`src/rtl/core/counting_semaphore_fifo_waiters_macros.svh`:
```
// Assertion macros used by the semaphore top level.
`ifndef COUNTING_SEMAPHORE_FIFO_WAITERS_MACROS_SVH
`define COUNTING_SEMAPHORE_FIFO_WAITERS_MACROS_SVH

`ifndef SYNTHESIS

// Same-cycle implication, checked out of reset.
`define CSFW_ASSERT_IMP(label, clk, rst_n, ante, cons) \
  label: assert property (@(posedge clk) disable iff (!(rst_n)) (ante) |-> (cons)) \
    else $error("implication failed");

// Next-cycle implication, checked out of reset.
`define CSFW_ASSERT_NXT(label, clk, rst_n, ante, cons) \
  label: assert property (@(posedge clk) disable iff (!(rst_n)) (ante) |=> (cons)) \
    else $error("next-cycle implication failed");

`else

`define CSFW_ASSERT_IMP(label, clk, rst_n, ante, cons)
`define CSFW_ASSERT_NXT(label, clk, rst_n, ante, cons)

`endif

`endif

```
`src/rtl/core/csfw_pkg.sv`:
```
// Shared types and constants of the counting semaphore.
`timescale 1ns / 1ps

package csfw_pkg;

  localparam int MAX_WAITERS = 16;
  localparam int PTR_W       = (MAX_WAITERS > 1) ? $clog2(MAX_WAITERS) : 1;
  localparam int COUNT_W     = 18;
  localparam int INIT_W      = 16;
  localparam int ID_W        = 8;
  localparam int CMD_W       = 2;
  localparam int STATUS_W    = 3;

  localparam logic signed [COUNT_W-1:0] COUNT_MAX   = COUNT_W'(131071);
  localparam logic signed [COUNT_W-1:0] COUNT_FLOOR = COUNT_W'(-MAX_WAITERS);
  localparam logic [PTR_W-1:0]          PTR_LAST    = PTR_W'(MAX_WAITERS - 1);

  typedef enum logic [CMD_W-1:0] {
    CMD_DEC = 2'd0,
    CMD_TRY = 2'd1,
    CMD_INC = 2'd2
  } cmd_e;

  typedef enum logic [STATUS_W-1:0] {
    ST_ACQUIRED   = 3'd0,
    ST_BLOCKED    = 3'd1,
    ST_TRY_FAILED = 3'd2,
    ST_RELEASED   = 3'd3,
    ST_WOKE       = 3'd4,
    ST_ERROR      = 3'd5
  } status_e;

  // Controller commands to the datapath
  typedef struct packed {
    logic capture;  // latch the incoming request
    logic execute;  // evaluate request and update state
  } csfw_cmd_t;

endpackage

```
`src/rtl/core/csfw_ctrl.sv`:
```
// Request sequencer: accept, execute, present result.
`timescale 1ns / 1ps

module csfw_ctrl
  import csfw_pkg::*;
(
  input  logic      clk_i,
  input  logic      rst_ni,
  input  logic      in_valid_i,
  output logic      in_ready_o,
  output logic      out_valid_o,
  input  logic      out_ready_i,
  output csfw_cmd_t cmd_o
);

  typedef enum logic [1:0] {
    S_IDLE,
    S_EXEC,
    S_OUT
  } state_e;

  state_e state_q;
  logic   in_ready_q;
  logic   out_valid_q;

  // Decode datapath commands
  always_comb begin
    cmd_o.capture = in_valid_i & in_ready_q;
    cmd_o.execute = (state_q == S_EXEC);
  end

  // Hold state and registered handshake outputs
  always_ff @(posedge clk_i or negedge rst_ni) begin
    if (!rst_ni) begin
      state_q     <= S_IDLE;
      in_ready_q  <= 1'b1;
      out_valid_q <= 1'b0;
    end else begin
      case (state_q)
        S_IDLE: begin
          if (in_valid_i) begin
            state_q    <= S_EXEC;
            in_ready_q <= 1'b0;
          end
        end
        S_EXEC: begin
          state_q     <= S_OUT;
          out_valid_q <= 1'b1;
        end
        S_OUT: begin
          if (out_ready_i) begin
            state_q     <= S_IDLE;
            out_valid_q <= 1'b0;
            in_ready_q  <= 1'b1;
          end
        end
        default: begin
          state_q     <= S_IDLE;
          out_valid_q <= 1'b0;
          in_ready_q  <= 1'b1;
        end
      endcase
    end
  end

  assign in_ready_o  = in_ready_q;
  assign out_valid_o = out_valid_q;

endmodule

```
`src/rtl/core/csfw_datapath.sv`:
```
// Semaphore count, waiter ring and result registers.
`timescale 1ns / 1ps

module csfw_datapath
  import csfw_pkg::*;
(
  input  logic                clk_i,
  input  logic                rst_ni,
  input  csfw_cmd_t           cmd_i,
  input  logic [CMD_W-1:0]    command_i,
  input  logic [ID_W-1:0]     task_id_i,
  input  logic                cfg_wr_en_i,
  input  logic [INIT_W-1:0]   cfg_wr_data_i,
  output logic [STATUS_W-1:0] status_o,
  output logic [ID_W-1:0]     woken_task_o
);

  logic [CMD_W-1:0]          command_q;
  logic [ID_W-1:0]           task_id_q;
  logic signed [COUNT_W-1:0] count_q, count_d;
  logic [PTR_W-1:0]          head_q, head_d;
  logic [PTR_W-1:0]          tail_q, tail_d;
  logic [ID_W-1:0]           wait_mem [MAX_WAITERS];
  logic [STATUS_W-1:0]       status_q;
  logic [ID_W-1:0]           woken_q;

  status_e status_d;
  logic    push;
  logic    pop;
  logic    cnt_pos;
  logic    can_queue;
  logic    below_max;

  // Condition flags on the current count
  assign cnt_pos   = (count_q > 0);
  assign can_queue = (count_q > COUNT_FLOOR);
  assign below_max = (count_q != COUNT_MAX);

  // Decide the outcome of the latched request
  always_comb begin
    status_d = ST_ERROR;
    count_d  = count_q;
    push     = 1'b0;
    pop      = 1'b0;
    case (cmd_e'(command_q))
      CMD_DEC: begin
        if (cnt_pos) begin
          status_d = ST_ACQUIRED;
          count_d  = count_q - COUNT_W'(1);
        end else if (can_queue) begin
          status_d = ST_BLOCKED;
          count_d  = count_q - COUNT_W'(1);
          push     = 1'b1;
        end
      end
      CMD_TRY: begin
        if (cnt_pos) begin
          status_d = ST_ACQUIRED;
          count_d  = count_q - COUNT_W'(1);
        end else begin
          status_d = ST_TRY_FAILED;
        end
      end
      CMD_INC: begin
        if (below_max) begin
          count_d = count_q + COUNT_W'(1);
          if (count_q < 0) begin
            status_d = ST_WOKE;
            pop      = 1'b1;
          end else begin
            status_d = ST_RELEASED;
          end
        end
      end
      default: status_d = ST_ERROR;
    endcase
  end

  // Advance ring pointers with wrap
  assign tail_d = (tail_q == PTR_LAST) ? '0 : tail_q + 1'b1;
  assign head_d = (head_q == PTR_LAST) ? '0 : head_q + 1'b1;

  // Hold count and pointers; reload on a configuration write
  always_ff @(posedge clk_i or negedge rst_ni) begin
    if (!rst_ni) begin
      count_q <= '0;
      head_q  <= '0;
      tail_q  <= '0;
    end else if (cfg_wr_en_i) begin
      count_q <= COUNT_W'(cfg_wr_data_i);
      head_q  <= '0;
      tail_q  <= '0;
    end else if (cmd_i.execute) begin
      count_q <= count_d;
      if (push) tail_q <= tail_d;
      if (pop)  head_q <= head_d;
    end
  end

  // Latch request, write waiter ring, register result
  always_ff @(posedge clk_i) begin
    if (cmd_i.capture) begin
      command_q <= command_i;
      task_id_q <= task_id_i;
    end
    if (cmd_i.execute) begin
      if (push) wait_mem[tail_q] <= task_id_q;
      status_q <= status_d;
      woken_q  <= pop ? wait_mem[head_q] : '0;
    end
  end

  assign status_o     = status_q;
  assign woken_task_o = woken_q;

endmodule

```
`src/rtl/core/counting_semaphore_fifo_waiters.sv`:
```
// Top level of the counting semaphore with a FIFO wait queue.
//
//  Channel  | Dir | Signals                         | Contents
//  ---------+-----+---------------------------------+---------------------------------
//  s_axis   | in  | tvalid/tready/tdata/tuser       | tdata: task_id; tuser: command
//  m_axis   | out | tvalid/tready/tdata/tuser       | tdata: woken_task; tuser: status
//  cfg      | in  | cfg_wr_en_i/cfg_wr_data_i       | initial_count, reloads semaphore
//
// Each request passes three steps: accept, execute, present (held while m_axis stalls).
// The sequencer holds one request at a time; s_axis_tready returns only after
// the result transaction on m_axis completes.
// Reset (rst_ni low, asynchronous) clears the count to zero and empties the queue.
// A configuration write loads the count and empties the queue.
`timescale 1ns / 1ps

`include "counting_semaphore_fifo_waiters_macros.svh"

module counting_semaphore_fifo_waiters
  import csfw_pkg::*;
(
  input  logic                clk_i,
  input  logic                rst_ni,
  input  logic                s_axis_tvalid,
  output logic                s_axis_tready,
  input  logic [7:0]          s_axis_tdata,   // [7:0] task_id
  input  logic [CMD_W-1:0]    s_axis_tuser,   // [1:0] command
  output logic                m_axis_tvalid,
  input  logic                m_axis_tready,
  output logic [7:0]          m_axis_tdata,   // [7:0] woken_task
  output logic [STATUS_W-1:0] m_axis_tuser,   // [2:0] status
  input  logic                cfg_wr_en_i,
  input  logic [INIT_W-1:0]   cfg_wr_data_i
);

  csfw_cmd_t cmd;

  csfw_ctrl u_ctrl (
    .clk_i       (clk_i),
    .rst_ni      (rst_ni),
    .in_valid_i  (s_axis_tvalid),
    .in_ready_o  (s_axis_tready),
    .out_valid_o (m_axis_tvalid),
    .out_ready_i (m_axis_tready),
    .cmd_o       (cmd)
  );

  csfw_datapath u_datapath (
    .clk_i         (clk_i),
    .rst_ni        (rst_ni),
    .cmd_i         (cmd),
    .command_i     (s_axis_tuser),
    .task_id_i     (s_axis_tdata[ID_W-1:0]),
    .cfg_wr_en_i   (cfg_wr_en_i),
    .cfg_wr_data_i (cfg_wr_data_i),
    .status_o      (m_axis_tuser),
    .woken_task_o  (m_axis_tdata)
  );

  // Sequencing and result checks
  `CSFW_ASSERT_NXT(a_capture_then_exec, clk_i, rst_ni, cmd.capture, cmd.execute)
  `CSFW_ASSERT_NXT(a_exec_then_valid, clk_i, rst_ni, cmd.execute, m_axis_tvalid)
  `CSFW_ASSERT_IMP(a_no_overlap, clk_i, rst_ni, m_axis_tvalid || cmd.execute, !s_axis_tready)
  `CSFW_ASSERT_IMP(a_woken_only_on_wake, clk_i, rst_ni, m_axis_tvalid && (m_axis_tuser != ST_WOKE), m_axis_tdata == '0)

endmodule
```
`config.mk`:
```
export PLATFORM = sky130hd
export DESIGN_NAME = counting_semaphore_fifo_waiters
export DESIGN_NICKNAME = d
export VERILOG_FILES = /design/src/rtl/core/csfw_pkg.sv /design/src/rtl/core/csfw_ctrl.sv /design/src/rtl/core/csfw_datapath.sv /design/src/rtl/core/counting_semaphore_fifo_waiters.sv
export VERILOG_INCLUDE_DIRS = /design/src /design/src/rtl/core
export SDC_FILE = /design/constraint.sdc
export NUM_CORES = 1
export LEC_CHECK = 0
export BUFFER_PORTS_ARGS = -buffer_cell sky130_fd_sc_hd__buf_2
export CAP_MARGIN = 15
export CORE_ASPECT_RATIO = 2
export CORE_MARGIN = 2
export CORE_UTILIZATION = 54
export DETAILED_ROUTE_END_ITERATION = 8
export HOLD_SLACK_MARGIN = 0.05
export PLACE_DENSITY = 0.72
export REMOVE_ABC_BUFFERS = 1
export SKIP_LAST_GASP = 1
export SLEW_MARGIN = 20
export SYNTH_ARGS = -nofsm -noshare
export SYNTH_HDL_FRONTEND = slang
export SYNTH_SLANG_ARGS = --single-unit
```
`constraint.sdc`:
```
create_clock -name clk_i -period 6.7 [get_ports clk_i]
set_input_delay 1.34 -clock clk_i [delete_from_list [all_inputs] [get_ports clk_i]]
set_output_delay 1.34 -clock clk_i [all_outputs]
set_load 0.005 [all_outputs]
```
==> flow_metrics.tcl <==
set metrics [dict create \
    seqPwrFrac_pct 47.0 \
    synth_cell_type_count 54 \
    holdPathStages 1 \
    synth_edf_count 149 \
    cts_hold_buf 0 \
    wl_met2_mm 10.5 \
    path_cells "inv_1 -> ha_1 -> inv_1 -> ha_1 -> and4_1 -> nand3_1 -> a21o_1 -> a21oi_1 -> nor4_1 -> o41ai_1 -> mux2_2" \
    row_count 63 \
    max_stage_delay_ps 560 \
    cts-buffers-inserted 17 \
    cts_setup_buffers 0 \
    power.switching_uw 805 \
    drt_wl_total_mm 17.3 \
    powerDensity_mw_per_mm2 318 \
    power_frac_clock_pct 35.6 \
    core_sq_mm 0.0147 \
    port_buffers 43 \
    p_int_uw 2100 \
    final-max-slew-violation-count 0 \
    arrival_ps 4280 \
    yosysSeqAreaShare_pct 64.4 \
    rsz0062_at_grt "no" \
    cts_root_buf "clkbuf_16" \
    grt_pass1_wl_mm 27.2 \
    timing.hold.ws_ps 501 \
    cts_num_sinks 179 \
    ys_warn_count 0 \
    grt_overflow 0 \
    fmax_ghz 0.252 \
    drcViolationCount 0 \
    top_layer "met4" \
    synth_top_flop_cell "edfxtp_1" \
    max_cap_violations 0 \
    async_reset_ff_share_pct 16.8 \
    hold_end "u_ctrl.out_valid_o$_DFFE_PN0P_" \
    first_iter_violations 254 \
    hold_start "u_ctrl.out_valid_o$_DFFE_PN0P_" \
    fill_cells 1095 \
    ff2ff_setup_slack_ps 2740 \
    initial_core_util_pct 55.1 \
    dieArea_sq_mm 0.0161 \
    postRouteAntennaNets 0 \
    finalHoldViolations 0 \
    reg2reg_depth 11 \
    io_pins 44 \
    synthCells 529 \
    wl_met1_mm 5.70 \
    clk_latency_ps 420 \
    crit_fanout 19 \
    vias 4733 \
    cts_buffer_depth 2 \
    clkTransAtPathRegs_ps 70 \
    firstDrtPassIters 5 \
    end_kind "flip-flop" \
    start_kind "flip-flop" \
    grt_pass1_vias 4990 \
    antenna_found_initial 0 \
    p_comb_share_pct 17.4 \
    place.gp.congestion 1.01 \
    fin_nets 630 \
    slew_headroom_pct 38.4 \
    dr_wl_met3_um 580 \
    finalSetupViolations 0 \
    die_w_um 90.7 \
    swShare_pct 27.7 \
    ir_drop_mv 0.248 \
    min_period_ps 3960 \
    drive_gt1_share_pct 21.5 \
    synth_seq_cells 179 \
    run_status "completed" \
    routed_via_density 6.06 \
    dp_hpwl_mm 12.2 \
    grt_usage_pct 23.0 \
    die_h_um 177 \
    critical_path.slowest_cell "ha_1" \
    hp-class "reg -> reg" \
    antenna_cells 0 \
    crit_type "reg -> reg" \
    cts_tree "done" \
    finalCritPeriodShare_pct 59.2 \
    wl_per_cell_um 22.2 \
    cts_resized 0 \
    htreeDepth 4 \
    critPathRequiredTime_ps 7010 \
    skew_ps 8.78 \
    grt_max_degree 49 \
    setup-tns-final_ps 0 \
    synth_area_sq_mm 0.00812 \
    synth_area_per_cell_sq_um 15.3 \
    r2r_end "u_datapath.count_q[17]$_DFFE_PN0P_" \
    tightestPinTransition_ps 925 \
    timing.rr.start "u_datapath.command_q[0]$_DFFE_PP_" \
    leakage_uw 0.00325 \
    syn_to_final_growth_pct 12.6 \
]
[cell usage after synthesis, types with 9 or more instances]
cell	instances	area, sq um
inv_1	12	45.0
clkbuf_1	19	71.3
a21oi_1	30	150
ha_1	25	313
o21ai_0	18	90.1
edfxtp_1	149	4470
xnor2_1	10	87.6
and3_1	19	119
a21o_1	9	67.6
mux2i_1	10	100
mux4_2	40	901
dfrtp_1	29	726
nand2_1	34	128
nor2_1	23	86.3
[final cells by class]
cell class | count | area [sq um] | area share [%]
clock buffers | 18 | 429 | 4.70
clock inverters | 14 | 193 | 2.11
inverters | 12 | 45.0 | 0.493
multi-input cells | 314 | 2740 | 30.0
flip-flops and latches | 179 | 5230 | 57.2
well taps | 195 | 244 | 2.67
repair buffers | 49 | 260 | 2.85
[per-layer routing]
metal  up-vias  track usage (%)
li1       2167                -
met1      2397             21.9
met2       142             46.2
met3        27             4.67
met4         0             10.0
met5         -                0
[worst max path at each step]
stage	from	to	slack [ps]	cells after the start
floorplan	u_datapath.command_q[0]$_DFFE_PP_	u_datapath.count_q[17]$_DFFE_PN0P_	3420	11
global placement	u_datapath.command_q[0]$_DFFE_PP_	u_datapath.count_q[17]$_DFFE_PN0P_	2850	11
detailed placement	u_datapath.command_q[0]$_DFFE_PP_	u_datapath.count_q[17]$_DFFE_PN0P_	2750	11
CTS	u_datapath.command_q[0]$_DFFE_PP_	u_datapath.count_q[17]$_DFFE_PN0P_	2740	11
global route	u_datapath.command_q[0]$_DFFE_PP_	u_datapath.count_q[17]$_DFFE_PN0P_	2440	11
finish	u_datapath.command_q[0]$_DFFE_PP_	u_datapath.count_q[17]$_DFFE_PN0P_	2740	11
[placed cells by master (no fill, tap or decap), types with 6 or more instances in the layout]
master / n
dfrtp_1: 28
a21oi_1: 30
ha_1: 25
nand2_1: 34
buf_4: 6
and3_1: 19
mux4_2: 40
nor4_1: 6
nor2b_1: 6
nor3b_1: 7
a21o_1: 9
buf_2: 43
nor2_1: 23
o21ai_1: 7
xnor2_1: 10
o21ai_0: 18
nand4_1: 6
and2_1: 7
edfxtp_1: 149
inv_1: 12
nor3_1: 6
clkbuf_16: 17
mux2i_1: 10
[critical path, delay by kind of cell, from the launching register on]
kind / cells / cell delay (ps)
AOI/OAI and AO/OA: 3 / 1030
adders and majority gates: 2 / 1040
buffers and inverters: 2 / 570
DFF: 1 / 420
muxes: 1 / 370
and+or+nand+nor: 3 / 420
[cells by family after synthesis]
logic type | Yosys count | share of synthesized area [%]
mux | 51 | 12.5
buf+inv | 36 | 1.88
fa+ha+maj | 26 | 4.10
compound gates | 92 | 7.28
simple gates | 132 | 8.49
flops | 179 | 64.4
xor+xnor | 13 | 1.40
[per-stage QoR]
step	std cells	total power, uW	utilization (%)	worst slack, ps	cell area (sq um)
detailed placement	749	1890	57.8	2750	8520
CTS	781	2930	62.0	2740	9140
global placement	749	1880	57.8	2850	8520
floorplan	505	1720	-	3420	8010
global route	781	3030	62.0	2440	9140
finish	781	2910	62.0	2740	9140
[power by group through the flow]
stage                     combinational, uW  sequential (uW)  clock (uW)
after global routing                    560             1380        1100
after floorplan                         357             1370           0
after global placement                  489             1390           0
after CTS                               506             1370        1060
final                                   506             1370        1040
after detailed placement                504             1390           0
[flip-flops by register name (all words and copies together), names as in the netlist]
| name | count |
|---|---|
| u_datapath.task_id_q | 8 |
| u_datapath.count_q | 18 |
| u_datapath.command_q | 2 |
| u_datapath.head_q | 4 |
| u_datapath.tail_q | 4 |
| u_ctrl.state_q | 2 |
| u_ctrl.out_valid_o | 1 |
| u_ctrl.in_ready_o | 1 |
| u_datapath.wait_mem | 128 |
| u_datapath.woken_task_o | 8 |
| u_datapath.status_o | 3 |
Note: power is estimated with default switching activity, not from simulation.
